### config.mk
export PLATFORM = sky130hd
export DESIGN_NAME = map_entity_text_parser
export DESIGN_NICKNAME = d
export VERILOG_FILES = /design/src/metp_pkg.sv /design/src/map_entity_text_parser.sv
export SDC_FILE = /design/constraint.sdc
export NUM_CORES = 1
export LEC_CHECK = 0
export CAP_MARGIN = 15
export CORE_MARGIN = 10
export CORE_UTILIZATION = 45
export DETAILED_ROUTE_END_ITERATION = 10
export DONT_BUFFER_PORTS = 1
export GPL_TIMING_DRIVEN = 0
export HOLD_SLACK_MARGIN = 0.1
export SLEW_MARGIN = 20
export SYNTH_ARGS = -nofsm -noshare
export SYNTH_HDL_FRONTEND = slang
export SYNTH_SLANG_ARGS = --single-unit
### constraint.sdc
create_clock -name aclk -period 9.08 [get_ports aclk]
set_input_delay 1.362 -clock aclk [delete_from_list [all_inputs] [get_ports aclk]]
set_output_delay 1.362 -clock aclk [all_outputs]
set_load 0.01 [all_outputs]
### src/metp_pkg.sv
// ----------------------------------------------------------------------------
// metp_pkg: shared types and constants for the map entity text parser
// Event and error codes, lexer and grammar states, result record, key word.
// ----------------------------------------------------------------------------
package metp_pkg;

    typedef enum logic [2:0] {
        EV_OPEN        = 3'd0,
        EV_KEY_BYTE    = 3'd1,
        EV_KEY_END     = 3'd2,
        EV_VALUE_BYTE  = 3'd3,
        EV_VALUE_END   = 3'd4,
        EV_CLOSE       = 3'd5,
        EV_FINISH      = 3'd6,
        EV_ERROR       = 3'd7
    } event_t;

    typedef enum logic [2:0] {
        ERR_NONE         = 3'd0,
        ERR_BAD_CHAR     = 3'd1,
        ERR_NEED_OPEN    = 3'd2,
        ERR_NEED_KEY     = 3'd3,
        ERR_NEED_VALUE   = 3'd4,
        ERR_TOO_LONG     = 3'd5,
        ERR_TOO_MANY     = 3'd6,
        ERR_UNTERMINATED = 3'd7
    } err_t;

    typedef enum logic [1:0] {
        MODE_NORMAL  = 2'd0,
        MODE_STRING  = 2'd1,
        MODE_COMMENT = 2'd2,
        MODE_SLASH   = 2'd3
    } mode_t;

    typedef enum logic [1:0] {
        PH_OPEN  = 2'd0,
        PH_KEY   = 2'd1,
        PH_VALUE = 2'd2
    } phase_t;

    // configuration register indexes
    localparam logic [1:0] CFG_MAX_ENTITIES   = 2'd0;
    localparam logic [1:0] CFG_MAX_STRING_LEN = 2'd1;
    localparam logic [1:0] CFG_MAX_KEY_LEN    = 2'd2;

    localparam logic [15:0] RST_MAX_ENTITIES   = 16'd1024;
    localparam logic [15:0] RST_MAX_STRING_LEN = 16'd1023;
    localparam logic [7:0]  RST_MAX_KEY_LEN    = 8'd31;

    localparam logic [15:0] COUNT_SAT = 16'hFFFF;

    // characters of interest
    localparam logic [7:0] CH_NUL    = 8'h00;
    localparam logic [7:0] CH_FF     = 8'hFF;
    localparam logic [7:0] CH_TAB    = 8'h09;
    localparam logic [7:0] CH_NL     = 8'h0A;
    localparam logic [7:0] CH_VT     = 8'h0B;
    localparam logic [7:0] CH_CR     = 8'h0D;
    localparam logic [7:0] CH_SPACE  = 8'h20;
    localparam logic [7:0] CH_QUOTE  = 8'h22;
    localparam logic [7:0] CH_HASH   = 8'h23;
    localparam logic [7:0] CH_SLASH  = 8'h2F;
    localparam logic [7:0] CH_SEMI   = 8'h3B;
    localparam logic [7:0] CH_LBRACE = 8'h7B;
    localparam logic [7:0] CH_RBRACE = 8'h7D;

    localparam logic [3:0] CLASS_LEN = 4'd9;

    // result queue
    localparam int RQ_DEPTH = 4;
    localparam int RQ_AW    = $clog2(RQ_DEPTH);

    typedef struct packed {
        event_t      ev;
        logic [7:0]  char_byte;
        logic        has_classname;
        logic [15:0] entity_count;
        err_t        error_code;
        logic        end_of_run;
    } result_t;

    // "classname", one character per position
    function automatic logic [7:0] class_char(input logic [3:0] pos);
        logic [7:0] c;
        case (pos)
            4'd0: c = 8'h63;
            4'd1: c = 8'h6C;
            4'd2: c = 8'h61;
            4'd3: c = 8'h73;
            4'd4: c = 8'h73;
            4'd5: c = 8'h6E;
            4'd6: c = 8'h61;
            4'd7: c = 8'h6D;
            4'd8: c = 8'h65;
            default: c = 8'h00;
        endcase
        return c;
    endfunction

    function automatic result_t make_result(input event_t ev, input logic [7:0] ch,
                                            input logic cls, input logic [15:0] cnt,
                                            input err_t err);
        result_t r;
        r.ev            = ev;
        r.char_byte     = ch;
        r.has_classname = cls;
        r.entity_count  = cnt;
        r.error_code    = err;
        r.end_of_run    = 1'b0;
        return r;
    endfunction

endpackage

### src/map_entity_text_parser.sv
// ----------------------------------------------------------------------------
// map_entity_text_parser: streaming parser for map entity text
// Lexes and parses one text byte per cycle into entity events while s_tready is high.
// ----------------------------------------------------------------------------
// Usage:
//   s_* carries the text, one byte per transaction (tdata = byte, tlast marks
//   the final byte). m_* carries events: tuser = event code, tdata holds the
//   string byte, classname flag, closed entity count and error code; tlast
//   marks the last event produced by one input byte.
//   cfg_* writes the three limit registers; write only while the block idles.
//   Each byte is parsed in the cycle it is accepted and its events (zero, one
//   or two) enter a four-entry result queue, whose head is offered on m_*.
//   One byte per cycle is sustained while bytes give at most one event and
//   m_tready stays high; a byte with two events sends them out one at a
//   time through the queue's single read port.
//   s_tready drops while the queue has fewer than two free entries, so a
//   stalled receiver holds the input back without losing events.
//   After a finish or error event, bytes are still accepted but give no
//   events until reset. Reset (aresetn low, synchronous) empties the queue,
//   restores the limit registers to their defaults and the parser state.
// ----------------------------------------------------------------------------
module map_entity_text_parser (
    input  logic        aclk,
    input  logic        aresetn,
    input  logic        s_tvalid,
    output logic        s_tready,
    input  logic [7:0]  s_tdata,    // [7:0] data_byte
    input  logic        s_tlast,    // last_byte
    output logic        m_tvalid,
    input  logic        m_tready,
    output logic [31:0] m_tdata,    // [7:0] char_byte, [8] has_classname,
                                    // [24:9] entity_count, [27:25] error_code
    output logic [2:0]  m_tuser,    // [2:0] event_res
    output logic        m_tlast,    // end_of_run
    input  logic        cfg_valid,
    output logic        cfg_ready,
    input  logic [1:0]  cfg_index,
    input  logic [15:0] cfg_data
);
    import metp_pkg::*;

    logic [15:0] max_entities_reg;
    logic [15:0] max_string_len_reg;
    logic [7:0]  max_key_len_reg;

    mode_t       mode_reg, mode_next;
    phase_t      phase_reg, phase_next;
    logic [15:0] len_reg, len_next;
    logic [3:0]  pos_reg, pos_next;
    logic        match_reg, match_next;
    logic        cls_reg, cls_next;
    logic [15:0] closed_reg, closed_next;
    logic        stopped_reg, stopped_next;

    result_t     res_c [2];
    logic [1:0]  n_res;

    result_t     rq_mem [RQ_DEPTH];
    logic [RQ_AW-1:0] wr_ptr_reg, rd_ptr_reg;
    logic [RQ_AW:0]   count_reg;

    logic       accept;
    logic       pop;
    logic [7:0] b;
    logic       end_byte;
    logic       is_key;
    logic       over;
    result_t    head;

    assign cfg_ready = 1'b1;
    assign b         = s_tdata;
    assign end_byte  = (b == CH_NUL) || (b == CH_FF);
    assign s_tready  = (count_reg <= (RQ_AW+1)'(RQ_DEPTH - 2));
    assign accept    = s_tvalid && s_tready;
    assign m_tvalid  = (count_reg != '0);
    assign pop       = m_tvalid && m_tready;

    always_comb begin
        mode_next    = mode_reg;
        phase_next   = phase_reg;
        len_next     = len_reg;
        pos_next     = pos_reg;
        match_next   = match_reg;
        cls_next     = cls_reg;
        closed_next  = closed_reg;
        stopped_next = stopped_reg;
        res_c[0]     = '0;
        res_c[1]     = '0;
        n_res        = 2'd0;
        is_key       = (phase_reg != PH_VALUE);
        over         = 1'b0;

        if (accept && !stopped_reg) begin
            if (!end_byte) begin
                // a lone slash falls back to normal handling of this byte
                if (mode_reg == MODE_SLASH && b != CH_SLASH) begin
                    mode_next = MODE_NORMAL;
                end
                if (mode_reg == MODE_STRING) begin
                    if (b == CH_QUOTE) begin
                        mode_next = MODE_NORMAL;
                        if (is_key) begin
                            if (match_reg && pos_reg == CLASS_LEN) begin
                                cls_next = 1'b1;
                            end
                            res_c[n_res[0]] = make_result(EV_KEY_END, 8'd0, 1'b0,
                                                          closed_next, ERR_NONE);
                            n_res = n_res + 2'd1;
                            phase_next = PH_VALUE;
                        end else begin
                            res_c[n_res[0]] = make_result(EV_VALUE_END, 8'd0, 1'b0,
                                                          closed_next, ERR_NONE);
                            n_res = n_res + 2'd1;
                            phase_next = PH_KEY;
                        end
                    end else if (len_reg >= max_string_len_reg) begin
                        res_c[n_res[0]] = make_result(EV_ERROR, 8'd0, 1'b0,
                                                      closed_next, ERR_TOO_LONG);
                        n_res = n_res + 2'd1;
                        stopped_next = 1'b1;
                    end else begin
                        len_next = len_reg + 16'd1;
                        if (!is_key) begin
                            res_c[n_res[0]] = make_result(EV_VALUE_BYTE, b, 1'b0,
                                                          closed_next, ERR_NONE);
                            n_res = n_res + 2'd1;
                        end else if (len_next <= {8'd0, max_key_len_reg}) begin
                            if (match_reg) begin
                                if (pos_reg < CLASS_LEN && b == class_char(pos_reg)) begin
                                    pos_next = pos_reg + 4'd1;
                                end else begin
                                    match_next = 1'b0;
                                end
                            end
                            res_c[n_res[0]] = make_result(EV_KEY_BYTE, b, 1'b0,
                                                          closed_next, ERR_NONE);
                            n_res = n_res + 2'd1;
                        end
                    end
                end else if (mode_reg == MODE_COMMENT) begin
                    if (b == CH_NL) begin
                        mode_next = MODE_NORMAL;
                    end
                end else if (mode_reg == MODE_SLASH && b == CH_SLASH) begin
                    mode_next = MODE_COMMENT;
                end else begin
                    case (b)
                        CH_NL, CH_CR, CH_TAB, CH_VT, CH_SPACE: begin
                        end
                        CH_HASH, CH_SEMI: begin
                            mode_next = MODE_COMMENT;
                        end
                        CH_SLASH: begin
                            mode_next = MODE_SLASH;
                        end
                        CH_LBRACE: begin
                            if (phase_reg == PH_OPEN) begin
                                res_c[n_res[0]] = make_result(EV_OPEN, 8'd0, 1'b0,
                                                              closed_next, ERR_NONE);
                                n_res = n_res + 2'd1;
                                phase_next = PH_KEY;
                                cls_next   = 1'b0;
                            end else begin
                                res_c[n_res[0]] = make_result(EV_ERROR, 8'd0, 1'b0,
                                    closed_next,
                                    (phase_reg == PH_VALUE) ? ERR_NEED_VALUE : ERR_NEED_KEY);
                                n_res = n_res + 2'd1;
                                stopped_next = 1'b1;
                            end
                        end
                        CH_RBRACE: begin
                            if (phase_reg == PH_OPEN || phase_reg == PH_VALUE) begin
                                res_c[n_res[0]] = make_result(EV_ERROR, 8'd0, 1'b0,
                                    closed_next,
                                    (phase_reg == PH_OPEN) ? ERR_NEED_OPEN : ERR_NEED_VALUE);
                                n_res = n_res + 2'd1;
                                stopped_next = 1'b1;
                            end else begin
                                over = (closed_reg >= max_entities_reg);
                                if (closed_reg != COUNT_SAT) begin
                                    closed_next = closed_reg + 16'd1;
                                end
                                res_c[n_res[0]] = make_result(EV_CLOSE, 8'd0, cls_reg,
                                                              closed_next, ERR_NONE);
                                n_res = n_res + 2'd1;
                                phase_next = PH_OPEN;
                                cls_next   = 1'b0;
                                if (over) begin
                                    res_c[n_res[0]] = make_result(EV_ERROR, 8'd0, 1'b0,
                                                                  closed_next, ERR_TOO_MANY);
                                    n_res = n_res + 2'd1;
                                    stopped_next = 1'b1;
                                end
                            end
                        end
                        CH_QUOTE: begin
                            if (phase_reg == PH_OPEN) begin
                                res_c[n_res[0]] = make_result(EV_ERROR, 8'd0, 1'b0,
                                                              closed_next, ERR_NEED_OPEN);
                                n_res = n_res + 2'd1;
                                stopped_next = 1'b1;
                            end else begin
                                mode_next  = MODE_STRING;
                                len_next   = 16'd0;
                                pos_next   = 4'd0;
                                match_next = 1'b1;
                            end
                        end
                        default: begin
                            res_c[n_res[0]] = make_result(EV_ERROR, 8'd0, 1'b0,
                                                          closed_next, ERR_BAD_CHAR);
                            n_res = n_res + 2'd1;
                            stopped_next = 1'b1;
                        end
                    endcase
                end
            end

            // end of stream: terminator byte, or the flagged last byte
            if (end_byte || (s_tlast && !stopped_next)) begin
                stopped_next = 1'b1;
                if (mode_next == MODE_STRING) begin
                    res_c[n_res[0]] = make_result(EV_ERROR, 8'd0, 1'b0,
                                                  closed_next, ERR_UNTERMINATED);
                end else if (phase_next == PH_OPEN) begin
                    res_c[n_res[0]] = make_result(EV_FINISH, 8'd0, 1'b0,
                                                  closed_next, ERR_NONE);
                end else if (phase_next == PH_VALUE) begin
                    res_c[n_res[0]] = make_result(EV_ERROR, 8'd0, 1'b0,
                                                  closed_next, ERR_NEED_VALUE);
                end else begin
                    res_c[n_res[0]] = make_result(EV_ERROR, 8'd0, 1'b0,
                                                  closed_next, ERR_NEED_KEY);
                end
                n_res = n_res + 2'd1;
            end

            if (n_res != 2'd0) begin
                res_c[n_res[1]].end_of_run = 1'b1;
            end
        end
    end

    always_ff @(posedge aclk) begin
        if (!aresetn) begin
            max_entities_reg   <= RST_MAX_ENTITIES;
            max_string_len_reg <= RST_MAX_STRING_LEN;
            max_key_len_reg    <= RST_MAX_KEY_LEN;
            mode_reg           <= MODE_NORMAL;
            phase_reg          <= PH_OPEN;
            len_reg            <= 16'd0;
            pos_reg            <= 4'd0;
            match_reg          <= 1'b1;
            cls_reg            <= 1'b0;
            closed_reg         <= 16'd0;
            stopped_reg        <= 1'b0;
            wr_ptr_reg         <= '0;
            rd_ptr_reg         <= '0;
            count_reg          <= '0;
        end else begin
            if (cfg_valid && cfg_ready) begin
                case (cfg_index)
                    CFG_MAX_ENTITIES:   max_entities_reg   <= cfg_data;
                    CFG_MAX_STRING_LEN: max_string_len_reg <= cfg_data;
                    CFG_MAX_KEY_LEN:    max_key_len_reg    <= cfg_data[7:0];
                    default: begin
                    end
                endcase
            end
            mode_reg    <= mode_next;
            phase_reg   <= phase_next;
            len_reg     <= len_next;
            pos_reg     <= pos_next;
            match_reg   <= match_next;
            cls_reg     <= cls_next;
            closed_reg  <= closed_next;
            stopped_reg <= stopped_next;
            wr_ptr_reg  <= wr_ptr_reg + RQ_AW'(n_res);
            if (pop) begin
                rd_ptr_reg <= rd_ptr_reg + RQ_AW'(1);
            end
            count_reg <= count_reg + (RQ_AW+1)'(n_res) - (RQ_AW+1)'(pop);
        end
    end

    // result queue storage, no reset needed
    always_ff @(posedge aclk) begin
        if (n_res != 2'd0) begin
            rq_mem[wr_ptr_reg] <= res_c[0];
        end
        if (n_res == 2'd2) begin
            rq_mem[wr_ptr_reg + RQ_AW'(1)] <= res_c[1];
        end
    end

    assign head    = rq_mem[rd_ptr_reg];
    assign m_tuser = head.ev;
    assign m_tdata = {4'd0, head.error_code, head.entity_count,
                      head.has_classname, head.char_byte};
    assign m_tlast = head.end_of_run;

endmodule

==> results <==
- The run finished with clean final reports.
- The TritonCTS clock tree is built.
- The top flip-flop cell by instance count after synthesis is sky130_fd_sc_hd__edfxtp_1.
- At the pin with the least slew margin, the transition time is 0.9863 ns.
- The number of global-route vias before repair is 9765.
- The iteration-0 DRC count of the detailed router is 725.
- The leakage component of the power is 5.355 nW.
- The number of failing hold endpoints at the final stage is 0.
- The maximum fanout along the worst path is 8.
- The share of the clock period used by the worst path after layout is 54.35%.
- The number of distinct library cells after synthesis is 97.
- The final weighted congestion in routability-driven placement is 0.9427.
- The placeable core region is 28630 um^2.
- The flip-flop and latch count after synthesis is 226.
- The latest clock arrival within the worst-skew pair is 0.53 ns.
- The initial standard-cell utilization of the core is 45.37%.
- The maximum root-to-sink buffer count is 3.
- Derived from the worst setup path, the maximum achievable clock frequency is 202.6 MHz.
- The count of yosys warnings during synthesis is 0.
- The setup TNS after final layout is 0 ns.
- The cell area after layout is 14440 um^2.
- The wire length per cell is 19.18 um.
- The synthesized area divided by synthesized cell count is 9.786 um^2.
- The final period demand of the worst path is 4.935 ns.
- Setup violations remaining at the end of the flow were counted as 0.
- In the layout the commonest cells are sky130_fd_sc_hd__nand2_1, sky130_fd_sc_hd__nor2_1, sky130_fd_sc_hd__edfxtp_1.
- The die outline height is 189.9 um.
- STA classifies the critical path startpoint as a flip-flop.
- The number of diodes is 0.
- The number of instances in the synthesized netlist is 1327.
- The clock transition at the register clock pins on the worst setup and hold paths after CTS is 0.06 ns.
- Relative to the synthesized area, the layout overhead comes to 11.19%.
- Fill cells in the final layout number 2708.
- The die covers 36050 um^2.
- The number of vias after detailed routing is 10007.
- The clock arrives with 0.01532 ns of skew.
- The endpoint kind of the worst setup timing path is a flip-flop.
- The top-level I/O count is 71.
- The classification of the worst-slack hold path is flip-flop to flip-flop.
- The power density of the placed cells is 200.1 nW/um^2.
- Counting cells, the worst reg-to-reg path comes to 18.
- The number of cells upsized or downsized after cts is 0.
- The peak ir drop on the vdd network is 0.1601 mV.
- Of all flip-flops after synthesis, the portion carrying an async set or reset was 0%.
- The placed cell area is 13630 um^2.
- The via-per-instance ratio is 5.650.
- The number of enable flip-flop cells after synthesis is 128.
- The type of the worst setup path is flip-flop to flip-flop.
- The register with the most flip-flops in the layout has 128 of them.
- The floorplan has 62 rows.
- During placement, the flow inserted port buffers numbering 0.
- Leaving out fill and tap cells, the most frequent cell in the layout is sky130_fd_sc_hd__nand2_1.
- The count of max-cap constraint violations is 0.
- In the global route stage, overall resource usage came out at 18.75%.
- The count of H-tree levels built during CTS is 1.
- The final max-slew violation count is 0.
- Once detailed placement completed, the half-perimeter wirelength came to 25460 um.
- Summed over all layers, the routed wires come to 33970 um.
- After the last flow step, the layout net total stands at 1456.
- Setup repair after global routing left no endpoint under its margin.
- The horizontal extent of the die is 189.9 um.
- The residual overflow from global routing is 0.
- In this run, post-CTS hold repair placed 0 buffers.
- The mapped cell area is 12990 um^2.
- The first global-routing pass estimated 54530 um of wire.
- After detailed routing, the number of remaining DRC violations is 0.
- The critical path data required time is 9.31 ns.
- The maximum number of pins on one net before global-route repair is 23.
- In this run the clock root is driven by a sky130_fd_sc_hd__clkbuf_16.
- The total iterations of the first detailed-routing run is 5.
- The number of buffers inserted during clock tree synthesis is 25.
- The final standard cell count with taps included and fillers excluded is 1771.
- The worst pin sits at a relative slew slack of 33.53%.
- The post-placement cell count is 1727.
- The layout cell share with drive strength beyond 1 is 12.55%.
- After synthesis, flip-flops and latches occupy 44.71% of the total area.
- The remaining antenna violation count after routing is 0.
- The arrival time of the worst setup path is 5.17 ns.
- The clock sink count is 226.
- Counting flops per register, the top entry is rq_mem.
- The initial antenna violation count was 0.
- The number of setup buffers added after CTS is 0.
- Counting instances, the worst hold path has a depth of 2.
[power by group]
| group | internal [mW] | total [mW] | switching, mW |
|---|---|---|---|
| Sequential | 1.18 | 1.21 | 0.0294 |
| Combinational | 0.247 | 0.671 | 0.424 |
| Clock | 0.594 | 1.01 | 0.412 |
| Total | 2.02 | 2.89 | 0.865 |
[synthesized netlist by cell type (all sizes together) (14+ instances only)]
cell type  count  share of area (%)
nand2        160                4.6
nor2         158                4.7
edfxtp       128                 30
dfxtp         98                 15
a21oi         63                2.5
inv           60                1.7
o21ai         57                2.4
ha            53                5.1
clkbuf        49                1.4
nor3          41                1.9
buf           39                1.7
a21boi        37                2.1
nand3         34                1.4
mux4          32                5.5
and2          22                1.1
or3           19                1.0
xor2          19                1.3
xnor2         18                1.2
nor2b         17               0.82
o211ai        17               0.98
a21o          14               0.81
nand4         14               0.67
[metal layers]
layer / wire length (um) / GRT usage, % / up-vias
met3: 2111 / 3.662 / 54
li1: - / - / 4904
met4: 733 / 4.609 / 0
met5: 0 / 0 / -
met1: 14850 / 24.29 / 4780
met2: 16270 / 31.54 / 269
[worst paths after layout]
kind / end / start / slack, ns
worst max-delay path: rq_mem[0][9] / len_reg[0] / 4.14
worst min-delay path: max_entities_reg[11] / max_entities_reg[11] / 0.46
worst max register to register: rq_mem[0][9] / len_reg[0] / 4.14
worst min register to register: max_entities_reg[11] / max_entities_reg[11] / 0.46
[critical path, stage by stage, from the launching register on]
cell	delay [ns]
sky130_fd_sc_hd__dfxtp_1	0.45
sky130_fd_sc_hd__ha_1	0.29
sky130_fd_sc_hd__nand3_2	0.23
sky130_fd_sc_hd__nor2_1	0.33
sky130_fd_sc_hd__xor2_1	0.23
sky130_fd_sc_hd__ha_1	0.27
sky130_fd_sc_hd__o21ai_0	0.15
sky130_fd_sc_hd__nor2_1	0.07
sky130_fd_sc_hd__nand4bb_1	0.29
sky130_fd_sc_hd__a21oi_1	0.27
sky130_fd_sc_hd__a31oi_2	0.20
sky130_fd_sc_hd__a21oi_1	0.30
sky130_fd_sc_hd__nand2_1	0.13
sky130_fd_sc_hd__nand3_1	0.18
sky130_fd_sc_hd__nor2_1	0.12
sky130_fd_sc_hd__o41ai_2	0.43
sky130_fd_sc_hd__buf_4	0.25
sky130_fd_sc_hd__buf_2	0.21
sky130_fd_sc_hd__buf_2	0.23
[layout make-up]
cell class | count | area, um^2 | area share [%]
Buffer | 88 | 404.1 | 2.799
Sequential cell | 226 | 5806 | 40.21
Tap cell | 384 | 480.5 | 3.328
Clock buffer | 30 | 686.9 | 4.757
Inverter | 60 | 225.2 | 1.560
Clock inverter | 14 | 123.9 | 0.8579
Timing Repair Buffer | 13 | 116.4 | 0.8059
Multi-Input combinational cell | 956 | 6596 | 45.68
[through the flow]
stage	total power, mW	utilization, %	setup WS [ns]	hold WS (ns)
final	2.889	50.44	4.145	0.4633
after global placement	1.893	47.08	-0.8951	0.4536
after floorplan	1.722	-	2.185	0.4357
after CTS	2.921	50.44	4.140	0.4681
after global routing	3.024	50.44	3.720	0.4856
after detailed placement	1.914	47.61	3.933	0.4601
[logic make-up after synthesis]
group	synth area share, %
AND/OR/NAND/NOR	19.84
AO/OA/AOI/OAI	16.13
flip-flops	44.71
buffers and inverters	4.846
adder cells (fa/ha/maj)	5.261
multiplexers	6.667
XOR/XNOR	2.495
other	0.05783
Note: power is estimated with default switching activity, not from simulation.
